## config.mk

```make
export PLATFORM = sky130hd
export DESIGN_NAME = ccwc_ctrl
export DESIGN_NICKNAME = d
export VERILOG_FILES = /design/src/hw/rtl/ccwc_pkg.sv /design/src/hw/rtl/ccwc_ctrl.sv
export SDC_FILE = /design/constraint.sdc
export NUM_CORES = 1
export LEC_CHECK = 0
export ABC_AREA = 1
export BUFFER_PORTS_ARGS = -buffer_cell sky130_fd_sc_hd__buf_4
export CAP_MARGIN = 20
export CORE_AREA = 2 2 39 41
export CTS_CLUSTER_SIZE = 14
export DETAILED_ROUTE_END_ITERATION = 16
export DIE_AREA = 0 0 41 43
export GPL_ROUTABILITY_DRIVEN = 0
export PLACE_DENSITY = 0.5
export SLEW_MARGIN = 0
export SYNTH_ARGS = -nofsm -noshare
export SYNTH_HDL_FRONTEND = slang
export SYNTH_SLANG_ARGS = --single-unit
```

## constraint.sdc

```tcl
create_clock -name clk -period 1.2 [get_ports clk]
set_input_delay 0.24 -clock clk [delete_from_list [all_inputs] [get_ports clk]]
set_output_delay 0.24 -clock clk [all_outputs]
set_load 0.01 [all_outputs]
```

## src/hw/rtl/ccwc_pkg.sv

```systemverilog
`timescale 1ns / 1ps
// ----------------------------------------------------------------------------
// ccwc_pkg
// Shared constants, types and controller/datapath interface structs for the
// coin change way counter.
// ----------------------------------------------------------------------------
package ccwc_pkg;

  localparam int MAX_TARGET = 1023;
  localparam int TABLE_DEPTH = MAX_TARGET + 1;
  localparam int AMT_W = 10;
  localparam int NUM_COINS = 8;
  localparam int COIN_IDX_W = 3;
  localparam int COIN_CNT_W = COIN_IDX_W + 1;
  localparam int ENTRY_W = 64;
  localparam int COUNT_W = ENTRY_W - 1;

  typedef logic [AMT_W-1:0] amt_t;
  typedef logic [ENTRY_W-1:0] entry_t;

  localparam amt_t COIN_RESET [NUM_COINS] = '{
    10'd1, 10'd2, 10'd5, 10'd10, 10'd20, 10'd50, 10'd100, 10'd200
  };

  typedef enum logic [2:0] {
    S_IDLE,
    S_CLEAR,
    S_SELECT,
    S_RUN,
    S_FETCH,
    S_LOAD
  } state_t;

  typedef struct packed {
    logic load_target;
    logic clr_en;
    logic pass_init;
    logic next_coin;
    logic run_en;
    logic load_result;
  } ctl_cmd_t;

  typedef struct packed {
    logic cnt_at_target;
    logic coin_done;
    logic coin_skip;
  } ctl_sts_t;

endpackage

```

## src/hw/rtl/ccwc_ctrl.sv

```systemverilog
`timescale 1ns / 1ps
// ----------------------------------------------------------------------------
// ccwc_ctrl
// Request sequencer: clear sweep, one update pass per coin not skipped, result fetch.
// ----------------------------------------------------------------------------
module ccwc_ctrl import ccwc_pkg::*; (
  input  logic     clk,
  input  logic     rst,
  input  logic     in_valid,
  output logic     in_ready,
  output logic     out_valid,
  input  logic     out_ready,
  input  ctl_sts_t sts,
  output ctl_cmd_t cmd
);

  state_t state;
  state_t state_next;
  logic   out_valid_next;

  always_ff @(posedge clk) begin
    if (rst) begin
      state     <= S_IDLE;
      out_valid <= 1'b0;
    end else begin
      state     <= state_next;
      out_valid <= out_valid_next;
    end
  end

  always_comb begin
    state_next = state;
    case (state)
      S_IDLE: begin
        if (in_valid) begin
          state_next = S_CLEAR;
        end
      end
      S_CLEAR: begin
        if (sts.cnt_at_target) begin
          state_next = S_SELECT;
        end
      end
      S_SELECT: begin
        if (sts.coin_done) begin
          state_next = S_FETCH;
        end else if (!sts.coin_skip) begin
          state_next = S_RUN;
        end
      end
      S_RUN: begin
        if (sts.cnt_at_target) begin
          state_next = S_SELECT;
        end
      end
      S_FETCH: begin
        state_next = S_LOAD;
      end
      S_LOAD: begin
        if (!out_valid || out_ready) begin
          state_next = S_IDLE;
        end
      end
      default: begin
        state_next = S_IDLE;
      end
    endcase
  end

  always_comb begin
    cmd      = '0;
    in_ready = 1'b0;
    case (state)
      S_IDLE: begin
        in_ready        = 1'b1;
        cmd.load_target = in_valid;
      end
      S_CLEAR: begin
        cmd.clr_en = 1'b1;
      end
      S_SELECT: begin
        cmd.next_coin = !sts.coin_done && sts.coin_skip;
        cmd.pass_init = !sts.coin_done && !sts.coin_skip;
      end
      S_RUN: begin
        cmd.run_en    = 1'b1;
        cmd.next_coin = sts.cnt_at_target;
      end
      S_LOAD: begin
        cmd.load_result = !out_valid || out_ready;
      end
      default: begin
        cmd = '0;
      end
    endcase
  end

  always_comb begin
    out_valid_next = out_valid;
    if (cmd.load_result) begin
      out_valid_next = 1'b1;
    end else if (out_ready) begin
      out_valid_next = 1'b0;
    end
  end

  a_accept_starts_clear: assert property (@(posedge clk) disable iff (rst)
    (in_valid && in_ready) |=> (state == S_CLEAR))
    else $error("accepted word did not start the clear sweep");

  a_load_sets_valid: assert property (@(posedge clk) disable iff (rst)
    cmd.load_result |=> out_valid)
    else $error("result load did not raise out_valid");

endmodule

```

---- Yosys cells after proc, flatten, opt, wreduce, memory -nomap -nowiden ----
Index checks and enable logic that the tools add are counted.
storage, ports and cells
  flip-flop bits (word level) ............. 4
  input port bits ......................... 7
  output and inout bits ................... 8
  logic and storage cells ................. 36
cells by class
  eq/ne operators ......................... 9
  muxes and demuxes ....................... 15
  reduce and logical (&&, ||, !) cells .... 10
operators with widths
  cell                count
  $mux 3              5
  $pmux 3 s5          1
  $mux 1              8
  $eq 3x2->1 const B  2
  $eq 3x3->1 const B  2
  $ne 2x2->1 const B  2
  $reduce_and 4->1    1
  $eq 3x1->1 const B  1
  $logic_not 1->1     3
  $logic_not 3->1     1
  $ne 3x3->1 const B  1
  $logic_and 1x1->1   2
  $ne 2x1->1 const B  1
  $pmux 1 s2          1
  $reduce_bool 2->1   1
  $reduce_or 2->1     1
  $logic_or 1x1->1    1

---- Logic depth before layout (Yosys ltp) ----
Gate-level depths: netlist of the first run.
  depth in word-level cells ............... 4
  mapped depth ............................ 8
  gate-level depth less buffers ........... 8

---- Worst setup path before layout of the first run ----
OpenSTA, ideal clock, no wires.
  path kind ............................... reg2out
  start point ............................. register state[2]
  end point ............................... output cmd[2] in the netlist's numbering
  data arrival time ....................... 0.877 ns
  slack ................................... 0.083 ns
  cell stages (with the launch flop) ...... 6
  path buffers ............................ 0
  cell sequence ........................... dfxtp_1 -> inv_2 -> nand2_1 -> nor2_1 -> nand2_1 -> nand2_1
RTL lines
  item                      RTL line         text
  start: declaration        ccwc_ctrl.sv:17  state_t state;
  start signal: assignment  ccwc_ctrl.sv:26  state <= state_next;
  end: declaration          ccwc_ctrl.sv:14  output ctl_cmd_t cmd

==> impl_metrics.yaml, run 1 <==
timing:
  rsz0062_at_grt: "true"
  setup_viol: 6
  skew_ns: 0.00197
  drv_slew: 0
  fin_ws_ns: -0.0714
  worstMarginPinSlew_ns: 0.189
  finalSetupTns_ns: -0.246
  slew-limit-headroom_pct: 87.3
  min_period_over_period_pct: 106
  final-hold-violation-count: 0
  layout_min_cycle_time_ns: 1.27
  max_freq_mhz: 787
yosys:
  synth_edf_count: 0
  synthFlopType: "dfxtp_1"
  synth_fa_ha_area_share_pct: 0
  yosys.area.top_type_share_pct: 24.9
  synth_most_common_cell: "nor2_1"
  synth_top_family_by_area: "simple AND/OR/NAND/NOR gates"
  yosys-top-cells-area: "dfxtp_1, nor2_1, inv_1"
  synth_top_area_cell: "dfxtp_1"
  synthXorXnorAreaFrac_pct: 0
  muxShareOfSynthArea_pct: 0
  synth_area_per_cell_um2: 5.45
  synth_fp_nets: 66
  synth_cell_type_count: 14
  synthSimpleGateAreaFrac_pct: 51.4
  syn_area_um2: 322
  ys_ff_latch: 4
  yosysWarnings: 0
  seq_area_frac_synth_pct: 24.9
  synth_compound_area_share_pct: 6.23
  syn_inst: 59
  synth.cells.most_frequent: "nor2_1, inv_1, nand2_1"
  async_flop_share_pct: 0
power_and_ir_drop:
  p_sw_uw: 657
  p_clk_share_pct: 10.7
  power.total_mw: 1.50
  internal_power_uw: 839
  pwr-share-seq_pct: 21.2
  swShare_pct: 43.9
  p_leak_nw: 0.347
  p_per_area_nw_per_um2: 2260
  ir_drop_mv: 0.738
  comb_power_share_pct: 68.2
clock_network:
  cts_made_buffers: 3
  clk_latency_ns: 0.23
  cts.clk_slew.worst_paths_ns: 0.03
  h-tree-depth: 1
  cts_tree: "yes"
  cts.sink_count: 4
  cts_max_path_buffers: 2
  cts_hold_buf: 0
  root_buffer: "clkbuf_4"
detailed_routing:
  drtAntennaViolNets: 0
  wl_per_cell_um: 9.87
  drtIter0Drc: 1
  vias: 469
  viasPerCell: 4.47
  dr.pass1.iters: 4
  post-route-drc-count: 0
  drt_wl_total_um: 1040
setup_path:
  cp.required_ns: 0.96
  worst_setup_path_start_kind: "flip-flop"
  crit_type: "flip-flop to output pin"
  end_kind: "output pin"
  max_stage_delay_ns: 0.35
  cp_cell_sequence: "inv_6 -> nand2_4 -> nor2_4 -> nand2_1 -> nand2_2 -> buf_6"
  cp.arrival_ns: 1.03
  crit_fanout: 3
  critPathSlowestCell: "dfxtp_4"
  regToRegSetupSlack_ns: 0.06
global_routing:
  antenna_found_initial: 0
  grt_overflow: 0
  grt_max_degree: 6
  grt_pass1_wl_um: 1570
  track_usage_pct: 12.7
  grt_pass1_vias: 407
finish:
  drive_above_1_share_pct: 65.2
  antenna_cells: 0
  area_growth_pct: 106
  final_nets: 98
placed_design:
  io_buffers: 14
  dp_hpwl_um: 651
die:
  coreArea_um2: 1380
  die_height_um: 43
  io_pins: 15
  core.rowCount: 14
  die_w_um: 41
  dieArea_um2: 1760
  start_util_pct: 23.2
min_path:
  hold_class: "input port to flip-flop"
status:
  status: "finished with violations"
  violations: "setup timing"
flow_run:
  cap_violations: 0
-- sequential cells by signal (all words and copies together) (netlist names) --
signal	flops
state	3
out_valid	1
-- power by group through the flow --
stage                     logic [mW]  registers (mW)  clock network, mW
after floorplan                0.396           0.231                  0
after CTS                      0.900           0.296              0.165
after detailed placement       0.603           0.246                  0
final                           1.02           0.317              0.160
after global routing            1.11           0.321              0.182
after global placement         0.606           0.245                  0
-- per-stage QoR --
stage | util (%) | cell area [um^2] | hold slack (ns) | setup slack, ns | std cells
floorplan | - | 322 | 0.309 | 0.0832 | 59
global placement | 32.3 | 447 | 0.420 | -0.00258 | 89
detailed placement | 32.3 | 447 | 0.422 | 0.0187 | 89
CTS | 43.7 | 604 | 0.170 | -0.0836 | 102
global route | 47.9 | 663 | 0.172 | -0.127 | 105
finish | 47.9 | 663 | 0.178 | -0.0714 | 105
-- worst max-delay path, delay by kind of cell, from the launching register on --
family | cells | cell delay [ns]
flip-flops | 1 | 0.35
AND/OR/NAND/NOR | 4 | 0.29
buffers and inverters | 2 | 0.16
-- cell type report --
| cell class | instances | area (um^2) |
|---|---|---|
| fill | 142 | 721 |
| multi-input combinational | 41 | 255 |
| timing repair buffer | 28 | 218 |
| sequential | 4 | 91.3 |
| inverter | 13 | 56.3 |
| clock buffer | 3 | 22.5 |
| tap | 16 | 20.0 |
-- layout by cell type (no fill, tap or decap) --
cell,synthesis,final
inv_6,0,1
buf_6,0,2
nand3_2,1,3
nand2_4,0,1
nor2_4,0,2
buf_4,1,26
nand3_4,0,1
dfxtp_4,0,3
o21ai_0,1,1
nand3_1,5,2
clkbuf_4,0,3
dfxtp_1,4,1
nor2_1,17,11
inv_2,2,4
nand2_2,2,4
a21oi_1,3,3
nand2_1,8,5
nand3b_1,1,1
inv_4,0,1
nor3_2,0,2
inv_1,11,7
nor2_2,1,5
-- logic make-up (layout without fill, tap and decap cells) --
logic type / Yosys count / after routing
DFF: 4 / 4
and+or+nand+nor: 37 / 37
buffers and inverters: 14 / 44
AOI/OAI and AO/OA: 4 / 4
-- path summary, 6_finish.rpt --
check	startpoint	end	cells after the start
worst max register to register	state[2]	state[0]	9
worst min register to register	out_valid	out_valid	2
worst min-delay path	rst	state[2]	2
worst max-delay path	state[2]	cmd[2]	6
-- what timing repair did --
item                       4_1_cts  5_1_grt
setup endpoints to repair        7        9
pin swaps                        4       10
resized for setup               21       12
setup buffers                   10        3
-- layer usage --
layer | vias to the layer above | GRT usage [%] | routed length (um)
li1 | 240 | - | -
met1 | 218 | 15.1 | 418
met2 | 11 | 21.3 | 559
met3 | 0 | 4.71 | 58
met4 | 0 | 2.00 | 0
met5 | - | 0 | 0
No activity file was read; power rests on OpenSTA's default activity.
==> run 2, diff against run 1 <==
--- a/config.mk
+++ b/config.mk
@@ -5,7 +5,6 @@
 export SDC_FILE = /design/constraint.sdc
 export NUM_CORES = 1
 export LEC_CHECK = 0
-export ABC_AREA = 1
 export BUFFER_PORTS_ARGS = -buffer_cell sky130_fd_sc_hd__buf_4
 export CAP_MARGIN = 20
 export CORE_AREA = 2 2 39 41
@@ -13,7 +12,7 @@
 export DETAILED_ROUTE_END_ITERATION = 16
 export DIE_AREA = 0 0 41 43
 export GPL_ROUTABILITY_DRIVEN = 0
-export PLACE_DENSITY = 0.5
+export PLACE_DENSITY = 0.48
 export SLEW_MARGIN = 0
 export SYNTH_ARGS = -nofsm -noshare
 export SYNTH_HDL_FRONTEND = slang
==> impl_metrics.yaml, run 2 <==
clock_network:
  cts_tree: "yes"
  cts_max_path_buffers: 2
  cts_made_buffers: 3
  cts.sink_count: 4
  h-tree-depth: 1
  cts.clk_slew.worst_paths_ns: 0.04
  root_buffer: "clkbuf_4"
  clk_latency_ns: 0.24
finish:
  largest_reg_flops: 3
  final_nets: 72
  fill_cells: 149
  mostFrequentLayoutCells: "buf_4, buf_6, a21oi_1, clkbuf_4, dfxtp_4"
  drive_above_1_share_pct: 61.9
  seqCellArea_um2: 91.3
  instances_no_fill: 79
  area_growth_pct: 105
  reg_top3: "state x3, out_valid x1"
  multi_input_area_um2: 223
  regMostFlops: "state"
  final_common_cell: "buf_4"
  antenna_cells: 0
global_routing:
  grt_pass1_vias: 311
  track_usage_pct: 10.8
  antenna_found_initial: 0
  grt_pass1_wl_um: 1300
  grt_max_degree: 8
  grt_overflow: 0
timing:
  slew-limit-headroom_pct: 81.9
  layout_min_cycle_time_ns: 1.46
  final-hold-violation-count: 0
  max_freq_mhz: 686
  setup_viol: 9
  skew_ns: 0.00223
  min_period_over_period_pct: 121
  drv_slew: 0
  worstMarginPinSlew_ns: 0.269
  fin_ws_ns: -0.257
  rsz0062_at_grt: "true"
  finalHoldWorstSlack_ns: 0.180
power_and_ir_drop:
  power.total_uw: 849
  p_leak_nw: 0.262
  p_per_area_nw_per_um2: 1420
  ir_drop_mv: 0.629
flow_run:
  cap_violations: 0
setup_path:
  cp.arrival_ns: 1.22
  r2r-end: "state[0]"
  path_buf_inv: 2
  critPathSlowestCell: "dfxtp_4"
  max_stage_delay_ns: 0.35
  cp_top_family: "flip-flops"
  crit_type: "flip-flop to output pin"
  cp.required_ns: 0.96
  r2r-start: "state[1]"
  regToRegSetupSlack_ns: -0.15
  crit_fanout: 4
  crit_path_frequent_cell: "buf_6"
  reg2reg_depth: 4
  worst_setup_path_start_kind: "flip-flop"
  cp_cell_sequence: "buf_6 -> and3b_1 -> a22o_1 -> buf_6"
  end_kind: "output pin"
detailed_routing:
  dr.pass1.iters: 4
  viasPerCell: 4.57
  drt_wl_total_um: 861
  post-route-drc-count: 0
  wl_per_cell_um: 10.9
  drtAntennaViolNets: 0
  vias: 361
  drtIter0Drc: 5
yosys:
  yosys.area.top_type_share_pct: 27.5
  synth_most_common_cell: "a21oi_1"
  ys_ff_latch: 4
  syn_inst: 37
  yosysWarnings: 0
  seq_area_frac_synth_pct: 27.5
  synth_fp_nets: 44
  syn_area_um2: 292
  yosys-top-cells-area: "dfxtp_1, a21oi_1, buf_4"
  async_flop_share_pct: 0
  synth.cells.most_frequent: "a21oi_1, dfxtp_1, buf_4"
  synth_edf_count: 0
  synth_top_area_cell: "dfxtp_1"
  synthFlopType: "dfxtp_1"
  synth_cell_type_count: 21
  synth_area_per_cell_um2: 7.88
min_path:
  hold_end: "state[0]"
  hold_class: "input port to flip-flop"
  whs_path_depth: 2
  min_from: "rst"
die:
  die_height_um: 43
  die_w_um: 41
  coreArea_um2: 1380
  io_pins: 15
  dieArea_um2: 1760
  start_util_pct: 21.1
  core.rowCount: 14
status:
  status: "finished with violations"
  violations: "setup timing"
placed_design:
  place_inst: 69
  place_ws_ns: -0.205
  dp_hpwl_um: 536
  io_buffers: 14
==> run 2: cells by family (layout without fill, tap and decap cells) <==
family / count (synthesis) / count (layout) / share of synthesized area, %
buffers and inverters: 5 / 31 / 12.9
AOI/OAI and AO/OA: 9 / 9 / 18.0
and+or+nand+nor: 19 / 19 / 41.6
DFF: 4 / 4 / 27.5
==> run 2: stage by stage <==
stage | TNS (ns) | utilization (%) | instance area (um^2)
global placement | -0.688 | 30.9 | 428
CTS | -1.50 | 37.2 | 514
detailed placement | -0.831 | 30.9 | 428
floorplan | -0.306 | - | 292
global route | -2.12 | 43.1 | 597
finish | -1.60 | 43.1 | 597
==> run 2: cell type report <==
cell class	instances	area share, %
repair buffers	27	39.6
flip-flops and latches	4	15.3
inverters	1	0.629
well taps	16	3.35
clock buffers	3	3.77
multi-input cells	28	37.3
==> run 2: what timing repair did <==
action | in CTS | in global routing
setup buffers | 3 | 4
hold buffers | 0 | 0
gates resized for setup | 11 | 13
endpoints found under the setup margin | 10 | 10
pin swaps | 5 | 2
==> run 2: worst max-delay path by stage <==
stage                   from       end  slack, ns  depth (start not counted)
floorplan           state[0]  state[1]      -0.14                          5
global placement    state[1]  state[1]      -0.19                          4
detailed placement  state[0]  state[1]      -0.20                          4
CTS                 state[1]    cmd[2]      -0.24                          4
global route        state[0]    cmd[3]      -0.31                          3
finish              state[1]    cmd[2]      -0.26                          4
==> run 2: metal layers <==
metal	share of wire (%)	up-vias	track usage [%]
met3	3.6	2	3.14
li1	-	183	-
met1	42	167	13.8
met5	0	-	0
met4	1.2	0	6.00
met2	53	9	15.6
==> run 2: power by group <==
group,internal (mW),total (mW),switching [mW]
Sequential,0.163,0.199,0.0366
Clock,0.112,0.174,0.0619
Combinational,0.296,0.476,0.180
Total,0.571,0.849,0.278
